**config.mk**
```make
export PLATFORM = sky130hd
export DESIGN_NAME = mtg_queue
export DESIGN_NICKNAME = d
export VERILOG_FILES = /design/src/rtl/mt19937_generator_unit_macros.svh /design/src/rtl/mtg_pkg.sv /design/src/rtl/mtg_queue.sv
export SDC_FILE = /design/constraint.sdc
export NUM_CORES = 1
export LEC_CHECK = 0
export BUFFER_PORTS_ARGS = -buffer_cell sky130_fd_sc_hd__buf_2
export CELL_PAD_IN_SITES_DETAIL_PLACEMENT = 0
export CELL_PAD_IN_SITES_GLOBAL_PLACEMENT = 2
export CORE_ASPECT_RATIO = 0.6
export CORE_MARGIN = 1
export CORE_UTILIZATION = 37
export DETAILED_ROUTE_END_ITERATION = 8
export GPL_TIMING_DRIVEN = 0
export PLACE_DENSITY = 0.76
export SETUP_SLACK_MARGIN = 0.05
export SYNTH_ARGS = -nofsm -noshare
export SYNTH_HDL_FRONTEND = slang
export SYNTH_SLANG_ARGS = --single-unit
```
**constraint.sdc**
```tcl
create_clock -name clk -period 2.3 [get_ports clk]
set_input_delay 0.46 -clock clk [delete_from_list [all_inputs] [get_ports clk]]
set_output_delay 0.46 -clock clk [all_outputs]
set_load 0.01 [all_outputs]
```
**src/rtl/mt19937_generator_unit_macros.svh**
```systemverilog
// Assertion macros used by the generator engine RTL (mtg_back).
`ifndef MT19937_GENERATOR_UNIT_MACROS_SVH
`define MT19937_GENERATOR_UNIT_MACROS_SVH

// Same-cycle implication, clocked on clk, off during reset.
`define MTG_ASSERT_IMP(lbl, ante, cons, msg) \
  lbl: assert property (@(posedge clk) disable iff (!rst_n) (ante) |-> (cons)) \
    else $error(msg);

// Next-cycle implication, clocked on clk, off during reset.
`define MTG_ASSERT_NXT(lbl, ante, cons, msg) \
  lbl: assert property (@(posedge clk) disable iff (!rst_n) (ante) |=> (cons)) \
    else $error(msg);

`endif

```
**src/rtl/mtg_pkg.sv**
```systemverilog
// Shared constants, command types and tempering function for the MT19937 generator.
package mtg_pkg;

  localparam int WORD_COUNT = 624;
  localparam int SHIFT_GAP  = 397;
  localparam int WRAP_GAP   = WORD_COUNT - SHIFT_GAP;
  localparam int ADDR_W     = 10;
  localparam int DATA_W     = 32;
  localparam int Q_DEPTH    = 2;

  localparam logic [DATA_W-1:0] TWIST_MATRIX = 32'h9908_b0df;
  localparam logic [DATA_W-1:0] INIT_MULT    = 32'd1812433253;
  localparam logic [DATA_W-1:0] TEMPER_B     = 32'h9d2c_5680;
  localparam logic [DATA_W-1:0] TEMPER_C     = 32'hefc6_0000;

  typedef enum logic [1:0] {
    CMD_SEED,
    CMD_NEXT,
    CMD_TWIST_NEXT
  } cmd_kind_t;

  typedef struct packed {
    cmd_kind_t         kind;
    logic [DATA_W-1:0] seed;
    logic [ADDR_W-1:0] addr;
  } cmd_t;

  function automatic logic [DATA_W-1:0] temper(input logic [DATA_W-1:0] v);
    logic [DATA_W-1:0] t;
    t = v ^ (v >> 11);
    t = t ^ ((t << 7) & TEMPER_B);
    t = t ^ ((t << 15) & TEMPER_C);
    t = t ^ (t >> 18);
    return t;
  endfunction

endpackage

```
**src/rtl/mtg_queue.sv**
```systemverilog
// Small command queue between the front end and the engine.
module mtg_queue
  import mtg_pkg::*;
#(
  parameter int DEPTH = Q_DEPTH
) (
  input  logic clk,
  input  logic rst_n,
  input  logic in_valid,
  output logic in_ready,
  input  cmd_t in_cmd,
  output logic out_valid,
  input  logic out_ready,
  output cmd_t out_cmd
);

  localparam int PTR_W = $clog2(DEPTH);
  localparam int CNT_W = $clog2(DEPTH + 1);

  cmd_t             slot_r [DEPTH];
  logic [PTR_W-1:0] wr_ptr_r, wr_ptr_nxt;
  logic [PTR_W-1:0] rd_ptr_r, rd_ptr_nxt;
  logic [CNT_W-1:0] cnt_r, cnt_nxt;
  logic             push, pop;

  assign in_ready  = (cnt_r != CNT_W'(DEPTH));
  assign out_valid = (cnt_r != '0);
  assign out_cmd   = slot_r[rd_ptr_r];
  assign push      = in_valid && in_ready;
  assign pop       = out_valid && out_ready;

  always_comb begin
    wr_ptr_nxt = wr_ptr_r;
    rd_ptr_nxt = rd_ptr_r;
    cnt_nxt    = cnt_r;
    if (push) begin
      wr_ptr_nxt = (wr_ptr_r == PTR_W'(DEPTH - 1)) ? '0 : wr_ptr_r + 1'b1;
    end
    if (pop) begin
      rd_ptr_nxt = (rd_ptr_r == PTR_W'(DEPTH - 1)) ? '0 : rd_ptr_r + 1'b1;
    end
    if (push && !pop) begin
      cnt_nxt = cnt_r + 1'b1;
    end else if (pop && !push) begin
      cnt_nxt = cnt_r - 1'b1;
    end
  end

  always_ff @(posedge clk) begin
    if (!rst_n) begin
      wr_ptr_r <= '0;
      rd_ptr_r <= '0;
      cnt_r    <= '0;
    end else begin
      wr_ptr_r <= wr_ptr_nxt;
      rd_ptr_r <= rd_ptr_nxt;
      cnt_r    <= cnt_nxt;
    end
  end

  always_ff @(posedge clk) begin
    if (push) begin
      slot_r[wr_ptr_r] <= in_cmd;
    end
  end

endmodule

```
# Word level (Yosys, flattened, before mapping)
# Memory sizes are Yosys's and may differ from the RTL's. A register that Yosys moved wholly into a read port is not among the register bits.
# Cells that the tools add are included.
# W data, S select, Z words.
[classes]
n_addsub = 4
n_eq_ne = 1
mux = 8
n_reduce_logical = 8
[op_table]
columns = ["operator", "count"]
rows = [
  ["$mux W1", 6],
  ["$logic_and A1 B1 Y1", 4],
  ["$mux W2", 2],
  ["$reduce_bool A2 Y1", 2],
  ["$add A1 B1 Y1 const B", 2],
  ["$add A2 B1 Y2 const B", 1],
  ["$logic_not A1 Y1", 2],
  ["$ne A2 B2 Y1 const B", 1],
  ["$sub A2 B1 Y2 const B", 1],
]
[word_totals]
regBits = 4
mem_bits_rw = 88
output_inout_bits = 46
word_cells = 25
memories = 1
[mem_list]
columns = ["name", "depth", "width", "read_ports", "rd_ports_with_merged_regs", "write_ports", "line_no", "text"]
rows = [
  ["slot_r", 2, 44, 1, 1, 1, "mtg_queue.sv:20", "cmd_t slot_r [DEPTH];"],
]

# Logic depth before layout (Yosys ltp)
[depth]
ltp_word = 6
mapped_depth = 6
mapped_depth_nobuf = 6

# Least setup slack after synthesis
# OpenSTA, ideal clock, no wires.
[synth_timing]
path_kind = "register -> register"
from = "register cnt_r[0]"
to = "memory slot_r[1][0] in the netlist's numbering, enable pin"
setup_time_ns = 0.406
t_arrival_ns = 1.678
required_ns = 1.894
setup_slack_ns = 0.216
path_stages_with_launch = 3
n_path_buf = 0
path_cell_list = "dfxtp_1 > nand2b_4 > and3_1"
[synth_via]
elab_chain_cells = 4
[synth_rtl]
columns = ["element", "line_no", "text"]
rows = [
  ["start: declaration", "mtg_queue.sv:23", "logic [CNT_W-1:0] cnt_r, cnt_nxt;"],
  ["start signal: assignment", "mtg_queue.sv:57", "cnt_r <= cnt_nxt;"],
  ["$ne A2 B2 Y1", "mtg_queue.sv:26", "assign in_ready = (cnt_r != CNT_W'(DEPTH));"],
  ["net in_ready", "mtg_queue.sv:10", "output logic in_ready,"],
  ["$logic_and A1 B1 Y1", "mtg_queue.sv:29", "assign push = in_valid && in_ready;"],
  ["$mux W1", "mtg_queue.sv:62", "if (push) begin"],
  ["$mux W1 (not written as such)", "mtg_queue.sv:63", "slot_r[wr_ptr_r] <= in_cmd;"],
  ["end: declaration", "mtg_queue.sv:20", ""],
]
# The timed path passes the listed nets, and every way through them passes these cells.

==> flow_summary.ini <==
[run_status]
status = completed

[route]
drt_iter0_markers = 49
final_antenna_net_count = 0
drtPass1Iterations = 4
vias = 1754
wl_per_cell_um = 15.5
drc_errors = 0
drt_wl_total_um = 5950
routed_via_density = 4.57

[global_routing]
grt_pass1_wl_um = 9270
grt_pass1_vias = 1854
grtUsageTotal = 0.131
grt_max_degree = 24
overflow = 0
antenna_found_initial = 0

[critical_path]
start_kind = flop
cp_max_fo = 10
cp-end-kind = primary output
crit_type = flop to primary output
crit_arrival_ps = 1640
cp_data_required_time_ps = 1840

[sta]
slew_headroom = 0.622
tns_ps = 0
hold-worst-slack_ps = 312
period_minus_slack_ps = 2100
setup_slack_ps = 200
slew_violations = 0
fmax_ghz = 0.476
fin_skew_ps = 4.65
fin_crit_sh = 0.913
hold_viol_final = 0
tightest_slew_ps = 566
rsz0062_at_grt = false
finalSetupViolCount = 0

[synth]
synth_warnings = 0
ys_seq_elements = 93
syn-num-nets = 210
synthCells = 161
synth_top_area_frac = 0.775
synth_compound_area_frac = 0.0103
synth_top_family_by_area = multiplexers
synth_top_area_cell = edfxtp_1
synth_adder_area_share = 0.00367
ys_types = 20
synth_area_leaders = edfxtp_1 (78%), mux2_2 (15%), dfxtp_1 (2.9%)
syn-mean-instance-area_um2 = 21.2
synth_xor_area_frac = 0.00771
ys_seq_area_frac = 0.805
synthMuxAreaShare = 0.145
yosys.area_share.simple = 0.0191
mappedNetlistArea_um2 = 3410

[floorplan]
chipHeight_um = 76.3
io_pins = 94
rows = 26
die_w_um = 126
start_util = 0.391
core_area_um2 = 8720
fp.dieArea_um2 = 9610

[clock_tree]
clkSlewWorstSetupHoldPaths_ps = 60
cts.repair.resized = 0
numCtsBuffers = 9
clockRootBuffer = clkbuf_16
htree_levels = 3
clk_latency_ps = 330
cts_tree = built
clk_path_buf_depth = 2
cts.sinks = 93
post_cts_buffers = 0
cts-hold-fix-buffers = 0

[layout]
area.growth.synth_to_final_pct = 26.8
fin_cells = 384
antennaDiodeCount = 0
num-nets-final = 316
final_layout_size_suffix_gt1_frac = 0.596
fillCellCount = 743

[power]
power_density_nw_per_um2 = 1080
p_leak_nw = 1.61
totalPowerFinal_mw = 4.67
ir_worst_vdd_uv = 390

[place]
dp.cells = 368
numPortBuffers = 93
globalplace.congestion = 0.634
dpl_worst_slack_ps = 526
dpl.hpwl_um = 3980

[run]
maxCapViolCount = 0

[hold_path]
hp-class = primary input to flop
worst max-delay path, stage by stage (launching register included):
cell and delay, ps:
dfxtp_1 300, buf_2 200, buf_2 290, mux2_2 370, buf_2 140
cells in the final DEF (no fill, tap or decap):
cell type and instances:
or3_1 1, mux2_2 44, nand2b_4 1, or2_2 1, clkinvlp_4 3, dfxtp_1 5
buf_2 97, nand3b_1 1, clkinv_4 1, a21boi_1 1, buf_4 1, edfxtp_1 88
xnor2_1 2, ha_1 1, and2_1 4, o21ai_0 1, clkbuf_16 9, and3_2 1
a21boi_0 1, a21bo_2 1, clkinv_1 3, xor2_1 1, buf_12 2, o21ai_1 1
inv_2 1
cells in the mapped netlist:
master and count:
a21bo_2 1, a21boi_0 1, a21boi_1 1, and2_1 4, and3_1 1, buf_2 4
buf_4 1, dfxtp_1 5, edfxtp_1 88, ha_1 1, inv_1 1, mux2_2 44
nand2b_4 1, nand3b_1 1, o21ai_0 1, o21ai_1 1, or2_2 1, or3_1 1
xnor2_1 2, xor2_1 1
registers in the layout, summed over array words and instances (netlist names), named ones only:
name	count
slot_r	88
cnt_r	2
rd_ptr_r	1
wr_ptr_r	1
final timing paths:
path	start	endpoint	slack, ps	depth (start not counted)
worst max register to register	cnt_r[0]	slot_r[1][30]	570	3
worst max-delay path	flop	out_cmd[36]	200	4
worst min-delay path	in_cmd[27]	slot_r[0][27]	310	1
worst min register to register	cnt_r[1]	cnt_r[1]	560	2
power breakdown:
group	switching, mW	internal, mW
clock	0.582	0.722
combinational	0.605	0.577
sequential	0.0640	2.12
area by class of cell:
class,count,area [um^2],share of cell area
buffer,5,27.5,0.00637
tap,112,140,0.0324
timing repair buffer,95,505,0.117
multi-input combinational,62,636,0.147
clock inverter,7,42.5,0.00984
inverter,1,3.75,0.000868
clock buffer,9,225,0.0521
sequential,93,2740,0.634
stage by stage:
step                      area (um^2)  utilization
final                            4320        0.496
after floorplan                  3410            -
after CTS                        4320        0.496
after global routing             4320        0.496
after detailed placement         4060        0.465
after global placement           4010        0.460
metal layers:
layer	GRT usage	up-vias	routed length, um
met4	0.0398	0	40
met1	0.165	835	2800
met5	0	-	0
met3	0.0765	6	596
met2	0.191	70	2510
li1	-	843	-
cell families after synthesis:
group / after synthesis
adder cells (fa/ha/maj): 1
multiplexers: 44
AND/OR/NAND/NOR: 9
AO/OA/AOI/OAI: 5
XOR/XNOR: 3
buffers and inverters: 6
flip-flops: 93
Note: power is estimated with default switching activity, not from simulation.
