**src/rtl/mt19937_generator_unit_macros.svh**
```systemverilog
// Assertion macros used by the generator engine RTL (mtg_back).
`ifndef MT19937_GENERATOR_UNIT_MACROS_SVH
`define MT19937_GENERATOR_UNIT_MACROS_SVH

// Same-cycle implication, clocked on clk, off during reset.
`define MTG_ASSERT_IMP(lbl, ante, cons, msg) \
  lbl: assert property (@(posedge clk) disable iff (!rst_n) (ante) |-> (cons)) \
    else $error(msg);

// Next-cycle implication, clocked on clk, off during reset.
`define MTG_ASSERT_NXT(lbl, ante, cons, msg) \
  lbl: assert property (@(posedge clk) disable iff (!rst_n) (ante) |=> (cons)) \
    else $error(msg);

`endif

```
**src/rtl/mtg_pkg.sv**
```systemverilog
// Shared constants, command types and tempering function for the MT19937 generator.
package mtg_pkg;

  localparam int WORD_COUNT = 624;
  localparam int SHIFT_GAP  = 397;
  localparam int WRAP_GAP   = WORD_COUNT - SHIFT_GAP;
  localparam int ADDR_W     = 10;
  localparam int DATA_W     = 32;
  localparam int Q_DEPTH    = 2;

  localparam logic [DATA_W-1:0] TWIST_MATRIX = 32'h9908_b0df;
  localparam logic [DATA_W-1:0] INIT_MULT    = 32'd1812433253;
  localparam logic [DATA_W-1:0] TEMPER_B     = 32'h9d2c_5680;
  localparam logic [DATA_W-1:0] TEMPER_C     = 32'hefc6_0000;

  typedef enum logic [1:0] {
    CMD_SEED,
    CMD_NEXT,
    CMD_TWIST_NEXT
  } cmd_kind_t;

  typedef struct packed {
    cmd_kind_t         kind;
    logic [DATA_W-1:0] seed;
    logic [ADDR_W-1:0] addr;
  } cmd_t;

  function automatic logic [DATA_W-1:0] temper(input logic [DATA_W-1:0] v);
    logic [DATA_W-1:0] t;
    t = v ^ (v >> 11);
    t = t ^ ((t << 7) & TEMPER_B);
    t = t ^ ((t << 15) & TEMPER_C);
    t = t ^ (t >> 18);
    return t;
  endfunction

endpackage

```
**src/rtl/mtg_in_if.sv**
```systemverilog
// Input channel: operation and seed beats.
interface mtg_in_if;
  logic        valid;
  logic        ready;
  logic        operation;
  logic [31:0] seed_value;

  modport source (output valid, output operation, output seed_value, input ready);
  modport sink   (input valid, input operation, input seed_value, output ready);
endinterface

```
**src/rtl/mtg_front.sv**
```systemverilog
// Front end: takes input beats, tracks the read index and classifies commands.
module mtg_front
  import mtg_pkg::*;
(
  input  logic        clk,
  input  logic        rst_n,
  mtg_in_if.sink      in_ch,
  output logic        cmd_valid,
  input  logic        cmd_ready,
  output cmd_t        cmd
);

  logic [ADDR_W-1:0] idx_r, idx_nxt;
  logic              accept;

  assign in_ch.ready = cmd_ready;
  assign cmd_valid   = in_ch.valid;
  assign accept      = in_ch.valid && cmd_ready;

  always_comb begin
    cmd.seed = in_ch.seed_value;
    if (!in_ch.operation) begin
      cmd.kind = CMD_SEED;
      cmd.addr = '0;
      idx_nxt  = ADDR_W'(WORD_COUNT);
    end else if (idx_r >= ADDR_W'(WORD_COUNT)) begin
      cmd.kind = CMD_TWIST_NEXT;
      cmd.addr = '0;
      idx_nxt  = ADDR_W'(1);
    end else begin
      cmd.kind = CMD_NEXT;
      cmd.addr = idx_r;
      idx_nxt  = idx_r + 1'b1;
    end
  end

  always_ff @(posedge clk) begin
    if (!rst_n) begin
      idx_r <= ADDR_W'(WORD_COUNT);
    end else if (accept) begin
      idx_r <= idx_nxt;
    end
  end

endmodule

```
**src/flat_wrapper.sv**
```systemverilog
// flat-port wrapper written by rule: the top's interface ports become plain ports
module mtg_front_flat import mtg_pkg::*;
  (clk, rst_n, cmd_valid, cmd_ready, cmd, in_ch_valid, in_ch_operation, in_ch_seed_value, in_ch_ready);
  mtg_in_if in_ch_i ();
  input  logic clk;
  input  logic rst_n;
  output logic cmd_valid;
  input  logic cmd_ready;
  output cmd_t cmd;
  input wire logic [$bits(in_ch_i.valid)-1:0] in_ch_valid;
  input wire logic [$bits(in_ch_i.operation)-1:0] in_ch_operation;
  input wire logic [$bits(in_ch_i.seed_value)-1:0] in_ch_seed_value;
  output wire logic [$bits(in_ch_i.ready)-1:0] in_ch_ready;
  assign in_ch_i.valid = in_ch_valid;
  assign in_ch_i.operation = in_ch_operation;
  assign in_ch_i.seed_value = in_ch_seed_value;
  assign in_ch_ready = in_ch_i.ready;
  mtg_front u_core (.clk(clk), .rst_n(rst_n), .in_ch(in_ch_i), .cmd_valid(cmd_valid), .cmd_ready(cmd_ready), .cmd(cmd));
endmodule
```
**config.mk**
```make
export PLATFORM = sky130hd
export DESIGN_NAME = mtg_front_flat
export DESIGN_NICKNAME = d
export VERILOG_FILES = /design/src/rtl/mt19937_generator_unit_macros.svh /design/src/rtl/mtg_pkg.sv /design/src/rtl/mtg_in_if.sv /design/src/rtl/mtg_front.sv /design/src/flat_wrapper.sv
export SDC_FILE = /design/constraint.sdc
export NUM_CORES = 1
export LEC_CHECK = 0
export ABC_AREA = 1
export BUFFER_PORTS_ARGS = -buffer_cell sky130_fd_sc_hd__buf_4
export CORE_MARGIN = 8
export CORE_UTILIZATION = 34
export CTS_CLUSTER_SIZE = 40
export DETAILED_ROUTE_END_ITERATION = 8
export PLACE_DENSITY = 0.77
export SLEW_MARGIN = 40
export SYNTH_ARGS = -nofsm -noshare
export SYNTH_HDL_FRONTEND = slang
export SYNTH_SLANG_ARGS = --single-unit
export TNS_END_PERCENT = 10
```
**constraint.sdc**
```tcl
create_clock -name clk -period 1.1 [get_ports clk]
set_input_delay 0.055 -clock clk [delete_from_list [all_inputs] [get_ports clk]]
set_output_delay 0.055 -clock clk [all_outputs]
set_load 0.005 [all_outputs]
```
Word level (Yosys, flattened, before mapping)
Index checks and enable logic that the tools add are counted.

storage, ports and cells
  flip-flop bits (word level) = 10
  latch bits = 0
  memory bits (writable) = 0
  bits in read-only memories = 0
  output and inout port bits = 46
  logic and storage cells = 10
  memories = 0

operators by class
  add/subtract/negate cells = 1
  multipliers = 0
  div/mod/pow operators = 0
  order comparisons = 1
  equal/unequal tests = 0
  shifts and indexed selects = 0
  muxes and demuxes = 6
  bitwise gates (word level) = 0
  reductions and logical operators = 1

operator list
  kind                   count
  $mux 10                4
  $add 10x1->10 const B  1
  $ge 10x10->1 const B   1
  $mux 2                 2
  $logic_and 1x1->1      1

Depth between registers and ports, before layout
Gate-level depths: netlist (run 1).

  depth in word-level cells = 3
  mapped depth = 8
  gate-level depth less buffers = 8

Worst setup path after synthesis (run 1)
OpenSTA, ideal clock, no wires.

  path kind = reg2reg
  start = reg u_core.idx_r[0]
  end = reg u_core.idx_r[6]
  library setup time = 0.115 ns
  arrival = 0.955 ns
  slack = 0.030 ns
  cell stages (with the launch flop) = 9
  buffers on the path = 0
  clock period less this slack = 1.070 ns
  cell sequence = dfxtp_1 -> ha_1 -> nand3_1 -> nor2_2 -> inv_1 -> nand2_1 -> nand2_1 -> nand2_1 -> nand2_1

between the ends
  longest elaborated chain between the ends = 3
  elaborated cells between the ends (all ways) = 4
  those cells by class = 1 x add/sub; 1 x order compare; 2 x mux

ends and longest elaborated chain
  what                                                  line                              RTL
  from (decl)                                           mtg_front.sv:13                   logic [ADDR_W-1:0] idx_r, idx_nxt;
  from (signal assigned)                                mtg_front.sv:39                   idx_r <= ADDR_W'(WORD_COUNT);
  from (signal assigned)                                mtg_front.sv:41                   idx_r <= idx_nxt;
  $add 10x1->10 / $ge 10x10->1 (equally long branches)  mtg_front.sv:33, mtg_front.sv:26
  $mux 10 *                                             mtg_front.sv:26                   end else if (idx_r >= ADDR_W'(WORD_COUNT)) begin
  $mux 10 *                                             mtg_front.sv:22                   if (!in_ch.operation) begin

Every way passes the cells marked *; elsewhere a longest branch is shown, timed or not.
A chain may end at the register's enable or synchronous reset.

==> run_summary.xml, run 1 <==
<?xml version="1.0" encoding="UTF-8"?>
<metrics>
  <group name="timing">
    <metric name="tmin_final" unit="ns">1.30</metric>
    <metric name="tightestPinTransition" unit="ns">0.220</metric>
    <metric name="clock_skew" unit="ns">0.00338</metric>
    <metric name="setup_slack" unit="ns">-0.203</metric>
    <metric name="maxSlewHeadroom" unit="%">85.3</metric>
    <metric name="final_hold_viol_count" unit="">0</metric>
    <metric name="setup_violations" unit="">13</metric>
    <metric name="slew_viol_final" unit="">0</metric>
    <metric name="rsz_0062_raised_after_global_routing" unit="">true</metric>
    <metric name="min_period_over_period" unit="%">118</metric>
    <metric name="fmax" unit="GHz">0.768</metric>
  </group>
  <group name="synthesis">
    <metric name="area_fraction_in_compound_gates_after_synthesis" unit="%">4.29</metric>
    <metric name="yosys.area_share.adder" unit="%">2.68</metric>
    <metric name="synth_edf_count" unit="">0</metric>
    <metric name="postSynthNetCount" unit="">184</metric>
    <metric name="synth.lib_cells_used.distinct" unit="">17</metric>
    <metric name="synth_top_family_by_area" unit="">buffers and inverters</metric>
    <metric name="netlist_top_cells_count" unit="">sky130_fd_sc_hd__buf_4 (35), sky130_fd_sc_hd__nand2_1 (31), sky130_fd_sc_hd__nor2_1 (20)</metric>
    <metric name="synth_sequential_area_ratio" unit="%">21.4</metric>
    <metric name="yosys_most_used_dff" unit="">sky130_fd_sc_hd__dfxtp_1</metric>
    <metric name="ys_top_cells_by_area" unit="">sky130_fd_sc_hd__buf_4 (28%), sky130_fd_sc_hd__dfxtp_1 (21%), sky130_fd_sc_hd__nand2_1 (12%), sky130_fd_sc_hd__nor2_1 (8.0%), sky130_fd_sc_hd__inv_1 (7.2%)</metric>
    <metric name="synthSimpleGateAreaFrac" unit="%">31.8</metric>
    <metric name="synth_seq_cells" unit="">10</metric>
    <metric name="yosys.area_share.xor_xnor" unit="%">2.82</metric>
    <metric name="async_reset_ff_share" unit="%">0</metric>
    <metric name="synth.area.mux_share" unit="%">0</metric>
    <metric name="post_synth_instance_area" unit="µm²">933</metric>
    <metric name="yosys.area.top_type_share" unit="%">28.2</metric>
    <metric name="netlist_instances" unit="">145</metric>
    <metric name="yosysWarnings" unit="">0</metric>
    <metric name="synth_top_cell_by_area" unit="">sky130_fd_sc_hd__buf_4</metric>
    <metric name="avgSynthCellArea" unit="µm²">6.44</metric>
    <metric name="synth.most_common_cell" unit="">sky130_fd_sc_hd__buf_4</metric>
  </group>
  <group name="worst_setup_path">
    <metric name="crit_path_arrival_time" unit="ns">1.25</metric>
    <metric name="worstRegToRegCells" unit="">4</metric>
    <metric name="setup.worst_path.end_class" unit="">primary output</metric>
    <metric name="worstPathRequired" unit="ns">1.04</metric>
    <metric name="timing.critical_path.depth" unit="">6</metric>
    <metric name="worst_path_dominant_cell_family" unit="">simple AND/OR/NAND/NOR gates</metric>
    <metric name="worst_path_max_delay_cell" unit="">sky130_fd_sc_hd__dfxtp_2</metric>
    <metric name="critical_path_peak_fanout" unit="">6</metric>
    <metric name="slowest_delay" unit="ns">0.35</metric>
    <metric name="critical_path.startpoint_type" unit="">flop</metric>
    <metric name="timing.critical_path.buf_inv" unit="">1</metric>
    <metric name="critical_path.cell_chain" unit="">nor2_4, nand2_2, nand2_4, nand2_8, nor2_2, buf_4</metric>
    <metric name="setup.worst_path.class" unit="">flop to primary output</metric>
  </group>
  <group name="grt">
    <metric name="grt_antenna_before_repair" unit="">0</metric>
    <metric name="gr-usage-all-layers" unit="%">9.91</metric>
    <metric name="grt_first_pass_wirelength" unit="µm">3550</metric>
    <metric name="overflow" unit="">0</metric>
    <metric name="grt_start_max_net_pins" unit="">11</metric>
    <metric name="grt_pass1_vias" unit="">771</metric>
  </group>
  <group name="final_layout">
    <metric name="final-instance-count-excl-fill" unit="">172</metric>
    <metric name="area_growth" unit="%">14.2</metric>
    <metric name="largestRegisters" unit="">u_core.idx_r: 10 flops</metric>
    <metric name="nNetsFinal" unit="">182</metric>
    <metric name="antenna-diode-count" unit="">0</metric>
    <metric name="final_core_util" unit="%">39.7</metric>
    <metric name="register_ranked_first_by_flip_flop_count" unit="">u_core.idx_r</metric>
    <metric name="post_route_cells_drive_above_1_share" unit="%">46.8</metric>
    <metric name="largest_reg_flops" unit="">10</metric>
  </group>
  <group name="power">
    <metric name="power_density" unit="nW/µm²">892</metric>
    <metric name="leakage" unit="nW">0.516</metric>
    <metric name="ir_drop" unit="V">0.000548</metric>
  </group>
  <group name="clock_network">
    <metric name="clk_latency" unit="ns">0.26</metric>
    <metric name="htree_levels" unit="">1</metric>
    <metric name="clock_path_buffers" unit="">2</metric>
    <metric name="cts.reportedPaths.clkPinSlew" unit="ns">0.07</metric>
    <metric name="number_of_clock_sinks_seen_by_cts" unit="">10</metric>
    <metric name="tritoncts.num_buffers" unit="">3</metric>
    <metric name="tritoncts" unit="">built</metric>
    <metric name="ctsRootBufferMaster" unit="">sky130_fd_sc_hd__clkbuf_4</metric>
  </group>
  <group name="place">
    <metric name="i_o_buffers" unit="">18</metric>
    <metric name="routabilityCongestion" unit="">0.813</metric>
    <metric name="placed_cells" unit="">167</metric>
    <metric name="hpwl" unit="µm">1440</metric>
  </group>
  <group name="floorplan">
    <metric name="die_h" unit="µm">68.4</metric>
    <metric name="fp.dieArea" unit="µm²">4680</metric>
    <metric name="fp-row-count" unit="">19</metric>
    <metric name="core-area" unit="µm²">2690</metric>
    <metric name="io-pin-count" unit="">83</metric>
    <metric name="floorplan.die.width" unit="µm">68.4</metric>
    <metric name="start_util" unit="%">34.7</metric>
  </group>
  <group name="detailed_routing">
    <metric name="vias" unit="">781</metric>
    <metric name="detailedRoute.firstPassIterationCount" unit="">5</metric>
    <metric name="totalWireLength" unit="µm">2220</metric>
    <metric name="viasPerCell" unit="">4.54</metric>
    <metric name="met2RoutedLength" unit="µm">1090</metric>
    <metric name="avg_wl_per_cell" unit="µm">12.9</metric>
    <metric name="drt_drc_violations_left" unit="">0</metric>
    <metric name="wirelength_met1" unit="µm">898</metric>
    <metric name="drt-initial-drc-count" unit="">23</metric>
    <metric name="routed.top_layer" unit="">met4</metric>
    <metric name="route.antenna.remaining_nets" unit="">0</metric>
    <metric name="detailroute.wirelength.met3" unit="µm">213</metric>
  </group>
  <group name="run">
    <metric name="max_cap_viol_count" unit="">0</metric>
  </group>
  <group name="status">
    <metric name="violations_in_the_final_reports" unit="">setup timing</metric>
    <metric name="outcome" unit="">complete, but fails checks</metric>
  </group>
  <group name="min_path">
    <metric name="min_path_cells" unit="">3</metric>
    <metric name="worst_hold_path_type" unit="">input port to flop</metric>
  </group>
</metrics>
-- path summary, 6_finish.rpt --
kind | from | endpoint | slack, ns
min | rst_n | u_core.idx_r[3]$_SDFFE_PN0P_ | 0.06
min reg2reg | u_core.idx_r[5]$_SDFFE_PN1P_ | u_core.idx_r[5]$_SDFFE_PN1P_ | 0.60
max | u_core.idx_r[8]$_SDFFE_PN0P_ | cmd[6] | -0.20
max reg2reg | u_core.idx_r[0]$_SDFFE_PN0P_ | u_core.idx_r[1]$_SDFFE_PN0P_ | -0.04
-- power by group --
part | total [mW] | switching [mW] | internal, mW
Clock | 0.253 | 0.126 | 0.126
Combinational | 0.305 | 0.172 | 0.133
Sequential | 0.394 | 0.0143 | 0.379
-- per-stage QoR --
stage / setup TNS [ns] / power [mW] / worst slack [ns] / hold WS [ns] / instance area [µm²]
floorplan: 0 / 0.628 / 0.0304 / 0.191 / 933
global placement: -0.140 / 0.633 / -0.0857 / 0.110 / 901
detailed placement: -0.313 / 0.638 / -0.109 / 0.110 / 901
CTS: -2.00 / 0.931 / -0.176 / 0.0524 / 980
global route: -3.66 / 1.02 / -0.287 / 0.0520 / 1070
finish: -2.20 / 0.951 / -0.203 / 0.0583 / 1070
-- worst min-delay path: cells and delay by family --
kind	cells	cell delay (ns)
simple gates	2	0.13
buf+inv	1	0.10
-- timing repair --
item                                    in CTS  in global routing
gates cloned                                 1                  0
gates resized for setup                     15                 23
endpoints found under the setup margin      19                 21
buffers inserted                             1                  0
pin swaps                                    8                  3
hold buffers                                 0                  0
-- placed cells by master, fill, tap and decap left out --
master	netlist	layout
sky130_fd_sc_hd__nand2_1	31	28
sky130_fd_sc_hd__buf_4	35	26
sky130_fd_sc_hd__inv_1	18	18
sky130_fd_sc_hd__nor2_2	2	9
sky130_fd_sc_hd__nor2_1	20	9
sky130_fd_sc_hd__dfxtp_2	0	7
sky130_fd_sc_hd__a21oi_1	5	5
sky130_fd_sc_hd__nand3_1	7	5
sky130_fd_sc_hd__nor2_4	0	4
sky130_fd_sc_hd__nand2_2	3	4
sky130_fd_sc_hd__nand3_2	2	3
sky130_fd_sc_hd__nand2_4	1	3
sky130_fd_sc_hd__o21ai_0	3	3
sky130_fd_sc_hd__xor2_1	3	3
sky130_fd_sc_hd__clkbuf_4	0	3
sky130_fd_sc_hd__buf_6	1	2
sky130_fd_sc_hd__dfxtp_1	10	2
sky130_fd_sc_hd__nand2_8	0	1
sky130_fd_sc_hd__nand3_4	0	1
sky130_fd_sc_hd__inv_2	1	1
sky130_fd_sc_hd__nand3b_1	1	1
sky130_fd_sc_hd__ha_1	2	1
sky130_fd_sc_hd__ha_4	0	1
sky130_fd_sc_hd__dfxtp_4	0	1
-- kinds of logic after synthesis --
group           after synthesis
compound gates                8
fa+ha+maj                     2
flops                        10
buf+inv                      55
xor+xnor                      3
simple gates                 67
-- final cells by class --
cell class                 instances  area, µm²
multi-input combinational         81        503
fill                             290       1620
inverter                          19       71.3
timing repair buffer              28        218
clock buffer                       3       22.5
sequential                        10        213
tap                               31       38.8
-- per-layer routing --
metal	up-vias	track usage (%)
met2	32	15.4
met3	4	5.40
met5	-	0
met4	0	4.09
met1	348	11.0
li1	397	-
(Power assumes the default switching activity.)
==> run 2, diff against run 1 <==
ABC_AREA = 0   (was 1)
CORE_UTILIZATION = 33   (was 34)
PLACE_DENSITY = 0.75   (was 0.77)
SLEW_MARGIN = 10   (was 40)
==> run_summary.xml, run 2 <==
<?xml version="1.0" encoding="UTF-8"?>
<metrics>
  <group name="synthesis">
    <metric name="ys_top_cells_by_area" unit="">sky130_fd_sc_hd__buf_4 (28%), sky130_fd_sc_hd__dfxtp_1 (22%), sky130_fd_sc_hd__nand2_1 (4.9%), sky130_fd_sc_hd__and2_1 (4.7%), sky130_fd_sc_hd__nand3_1 (4.3%)</metric>
    <metric name="netlist_top_cells_count" unit="">sky130_fd_sc_hd__buf_4 (34), sky130_fd_sc_hd__nand2_1 (12), sky130_fd_sc_hd__dfxtp_1 (10)</metric>
    <metric name="synth_sequential_area_ratio" unit="%">21.7</metric>
    <metric name="synth.area.mux_share" unit="%">0</metric>
    <metric name="yosys.area_share.adder" unit="%">2.71</metric>
    <metric name="yosysWarnings" unit="">0</metric>
    <metric name="async_reset_ff_share" unit="%">0</metric>
    <metric name="synth_seq_cells" unit="">10</metric>
    <metric name="synthSimpleGateAreaFrac" unit="%">22.6</metric>
    <metric name="post_synth_instance_area" unit="µm²">923</metric>
    <metric name="yosys.area_share.xor_xnor" unit="%">0</metric>
    <metric name="synth.most_common_cell" unit="">sky130_fd_sc_hd__buf_4</metric>
    <metric name="synth_top_family_by_area" unit="">buffers and inverters</metric>
    <metric name="postSynthNetCount" unit="">160</metric>
    <metric name="synth_edf_count" unit="">0</metric>
    <metric name="avgSynthCellArea" unit="µm²">7.63</metric>
    <metric name="netlist_instances" unit="">121</metric>
    <metric name="yosys.area.top_type_share" unit="%">27.6</metric>
    <metric name="yosys_most_used_dff" unit="">sky130_fd_sc_hd__dfxtp_1</metric>
    <metric name="area_fraction_in_compound_gates_after_synthesis" unit="%">20.6</metric>
    <metric name="synth.lib_cells_used.distinct" unit="">33</metric>
    <metric name="synth_top_cell_by_area" unit="">sky130_fd_sc_hd__buf_4</metric>
  </group>
  <group name="final_layout">
    <metric name="mostFrequentLayoutCells" unit="">sky130_fd_sc_hd__buf_4 (36), sky130_fd_sc_hd__nand2_1 (12), sky130_fd_sc_hd__buf_6 (8), sky130_fd_sc_hd__and2_1 (7)</metric>
    <metric name="nNetsFinal" unit="">172</metric>
    <metric name="post_route_cells_drive_above_1_share" unit="%">56.1</metric>
    <metric name="largestRegisters" unit="">u_core.idx_r: 10 flops</metric>
    <metric name="final_common_cell" unit="">sky130_fd_sc_hd__buf_4</metric>
    <metric name="fillers" unit="">270</metric>
    <metric name="largest_reg_flops" unit="">10</metric>
    <metric name="area_growth" unit="%">30.2</metric>
    <metric name="antenna-diode-count" unit="">0</metric>
    <metric name="register_ranked_first_by_flip_flop_count" unit="">u_core.idx_r</metric>
  </group>
  <group name="power">
    <metric name="ir_drop" unit="V">0.000735</metric>
    <metric name="leakage" unit="nW">0.482</metric>
    <metric name="post-layout-total-power" unit="mW">1.05</metric>
    <metric name="power_density" unit="nW/µm²">869</metric>
    <metric name="p_int" unit="mW">0.737</metric>
    <metric name="power.switching_fraction" unit="%">29.5</metric>
    <metric name="power_frac_seq" unit="%">37.0</metric>
    <metric name="power.clock.fraction" unit="%">32.9</metric>
    <metric name="combPwrFrac" unit="%">30.1</metric>
    <metric name="total_switching_power" unit="mW">0.308</metric>
  </group>
  <group name="worst_setup_path">
    <metric name="critical_path.startpoint_type" unit="">flop</metric>
    <metric name="critical_path.cell_chain" unit="">a311oi_4, o21ai_4, inv_2, and2_1, buf_4</metric>
    <metric name="crit_path_arrival_time" unit="ns">1.47</metric>
    <metric name="worstPathRequired" unit="ns">1.04</metric>
    <metric name="critical_path_peak_fanout" unit="">5</metric>
    <metric name="worst_path_dominant_cell_family" unit="">compound AO/OA/AOI/OAI gates</metric>
    <metric name="timing.critical_path.buf_inv" unit="">2</metric>
    <metric name="worstRegToRegCells" unit="">4</metric>
    <metric name="slowest_delay" unit="ns">0.36</metric>
    <metric name="setup.worst_path.class" unit="">flop to primary output</metric>
    <metric name="timing.critical_path.depth" unit="">5</metric>
    <metric name="setup.worst_path.end_class" unit="">primary output</metric>
    <metric name="worst_path_max_delay_cell" unit="">sky130_fd_sc_hd__dfxtp_4</metric>
  </group>
  <group name="detailed_routing">
    <metric name="route.antenna.remaining_nets" unit="">0</metric>
    <metric name="detailedRoute.firstPassIterationCount" unit="">4</metric>
    <metric name="vias" unit="">900</metric>
    <metric name="drt_drc_violations_left" unit="">0</metric>
    <metric name="viasPerCell" unit="">5.52</metric>
    <metric name="drt-initial-drc-count" unit="">20</metric>
    <metric name="avg_wl_per_cell" unit="µm">17.2</metric>
    <metric name="totalWireLength" unit="µm">2800</metric>
  </group>
  <group name="grt">
    <metric name="grt_start_max_net_pins" unit="">11</metric>
    <metric name="grt_antenna_before_repair" unit="">0</metric>
    <metric name="gr-usage-all-layers" unit="%">12.4</metric>
    <metric name="grt_pass1_vias" unit="">950</metric>
    <metric name="overflow" unit="">0</metric>
    <metric name="grt_first_pass_wirelength" unit="µm">4440</metric>
  </group>
  <group name="place">
    <metric name="routabilityCongestion" unit="">0.900</metric>
    <metric name="i_o_buffers" unit="">18</metric>
    <metric name="hpwl" unit="µm">2050</metric>
    <metric name="placement.setup.worst_slack" unit="ns">-0.355</metric>
  </group>
  <group name="floorplan">
    <metric name="start_util" unit="%">34.1</metric>
    <metric name="io-pin-count" unit="">83</metric>
    <metric name="fp.dieArea" unit="µm²">4750</metric>
    <metric name="fp-row-count" unit="">19</metric>
    <metric name="die_h" unit="µm">68.9</metric>
    <metric name="core-area" unit="µm²">2710</metric>
    <metric name="floorplan.die.width" unit="µm">68.9</metric>
  </group>
  <group name="clock_network">
    <metric name="ctsRootBufferMaster" unit="">sky130_fd_sc_hd__clkbuf_4</metric>
    <metric name="clock_path_buffers" unit="">2</metric>
    <metric name="tritoncts.num_buffers" unit="">3</metric>
    <metric name="cts.reportedPaths.clkPinSlew" unit="ns">0.08</metric>
    <metric name="tritoncts" unit="">built</metric>
    <metric name="number_of_clock_sinks_seen_by_cts" unit="">10</metric>
    <metric name="htree_levels" unit="">1</metric>
    <metric name="clk_latency" unit="ns">0.27</metric>
    <metric name="post_cts_hold_buffer_count" unit="">0</metric>
  </group>
  <group name="timing">
    <metric name="fmax" unit="GHz">0.657</metric>
    <metric name="setup_violations" unit="">22</metric>
    <metric name="maxSlewHeadroom" unit="%">79.3</metric>
    <metric name="tns" unit="ns">-6.27</metric>
    <metric name="tmin_final" unit="ns">1.52</metric>
    <metric name="min_period_over_period" unit="%">138</metric>
    <metric name="tightestPinTransition" unit="ns">0.311</metric>
    <metric name="final_hold_viol_count" unit="">0</metric>
    <metric name="rsz_0062_raised_after_global_routing" unit="">true</metric>
    <metric name="slew_viol_final" unit="">0</metric>
    <metric name="clock_skew" unit="ns">0.00707</metric>
    <metric name="setup_slack" unit="ns">-0.422</metric>
  </group>
  <group name="min_path">
    <metric name="min_path_cells" unit="">2</metric>
    <metric name="worst_hold_path_type" unit="">input port to flop</metric>
  </group>
  <group name="run">
    <metric name="max_cap_viol_count" unit="">0</metric>
  </group>
  <group name="status">
    <metric name="outcome" unit="">complete, but fails checks</metric>
    <metric name="violations_in_the_final_reports" unit="">setup timing</metric>
  </group>
</metrics>
==> run 2: changes by cell type after synthesis, moves of 3 or more <==
| cell | before | now |
|---|---|---|
| sky130_fd_sc_hd__and2_1 | 0 | 7 |
| sky130_fd_sc_hd__and3_1 | 0 | 4 |
| sky130_fd_sc_hd__inv_1 | 18 | 4 |
| sky130_fd_sc_hd__nand2_1 | 31 | 12 |
| sky130_fd_sc_hd__nand2_2 | 3 | 0 |
| sky130_fd_sc_hd__nor2_1 | 20 | 4 |
| sky130_fd_sc_hd__o21ai_1 | 0 | 3 |
| sky130_fd_sc_hd__xor2_1 | 3 | 0 |
==> run 2: worst paths after layout <==
| check | slack (ns) | endpoint | startpoint |
|---|---|---|---|
| max | -0.42 | cmd[3] | u_core.idx_r[6]$_SDFFE_PN1P_ |
| min | 0.02 | u_core.idx_r[5]$_SDFFE_PN1P_ | rst_n |
| max reg2reg | -0.41 | u_core.idx_r[8]$_SDFFE_PN0P_ | u_core.idx_r[6]$_SDFFE_PN1P_ |
| min reg2reg | 0.64 | u_core.idx_r[3]$_SDFFE_PN0P_ | u_core.idx_r[3]$_SDFFE_PN0P_ |
==> run 2: timing repair <==
item	CTS	global route
setup buffers	3	0
pin swaps	13	0
resized for setup	27	10
gates cloned	1	0
setup endpoints to repair	22	22
==> run 2: worst register-to-register path: cells and delay by family, from the launching register on <==
kind / cells / cell delay (ns)
simple gates: 1 / 0.41
flops: 1 / 0.36
compound gates: 3 / 0.66
==> run 2: cell type report <==
cell class,instances,area [µm²],area share [%]
Clock buffer,4,36.3,3.02
Tap cell,31,38.8,3.23
Inverter,5,21.3,1.77
Sequential cell,10,225,18.7
Multi-Input combinational cell,68,513,42.7
Timing Repair Buffer,44,360,30.0
Timing Repair inverter,1,7.51,0.624
==> run 2: kinds of logic after synthesis <==
| kind of cell | count (synthesis) |
|---|---|
| AOI/OAI and AO/OA | 25 |
| DFF | 10 |
| and+or+nand+nor | 41 |
| buffers and inverters | 43 |
| adders and majority gates | 2 |
==> run 2: power by group through the flow <==
| stage | sequential (mW) | combinational [mW] | clock, mW |
|---|---|---|---|
| final | 0.387 | 0.315 | 0.344 |
| after global routing | 0.387 | 0.344 | 0.375 |
| after CTS | 0.391 | 0.305 | 0.357 |
| after detailed placement | 0.401 | 0.255 | 0 |
| after global placement | 0.399 | 0.248 | 0 |
| after floorplan | 0.395 | 0.219 | 0 |
==> run 2: routing by layer <==
metal | vias to the layer above | share of wire (%) | global-route usage, %
met2 | 57 | 48 | 20.3
met1 | 416 | 34 | 12.3
met5 | - | 0 | 0
met4 | 0 | 3.3 | 6.77
met3 | 17 | 14 | 6.79
li1 | 410 | - | -
==> run 2: stage by stage <==
stage	std cells	cell area [µm²]	hold slack, ns	util (%)
2_1_floorplan	121	955	0.127	-
3_3_place_gp	155	1010	0.110	37.4
3_5_place_dp	155	1010	0.110	37.4
4_1_cts	163	1170	0.00568	43.1
5_1_grt	163	1200	0.0178	44.4
6_report	163	1200	0.0152	44.4
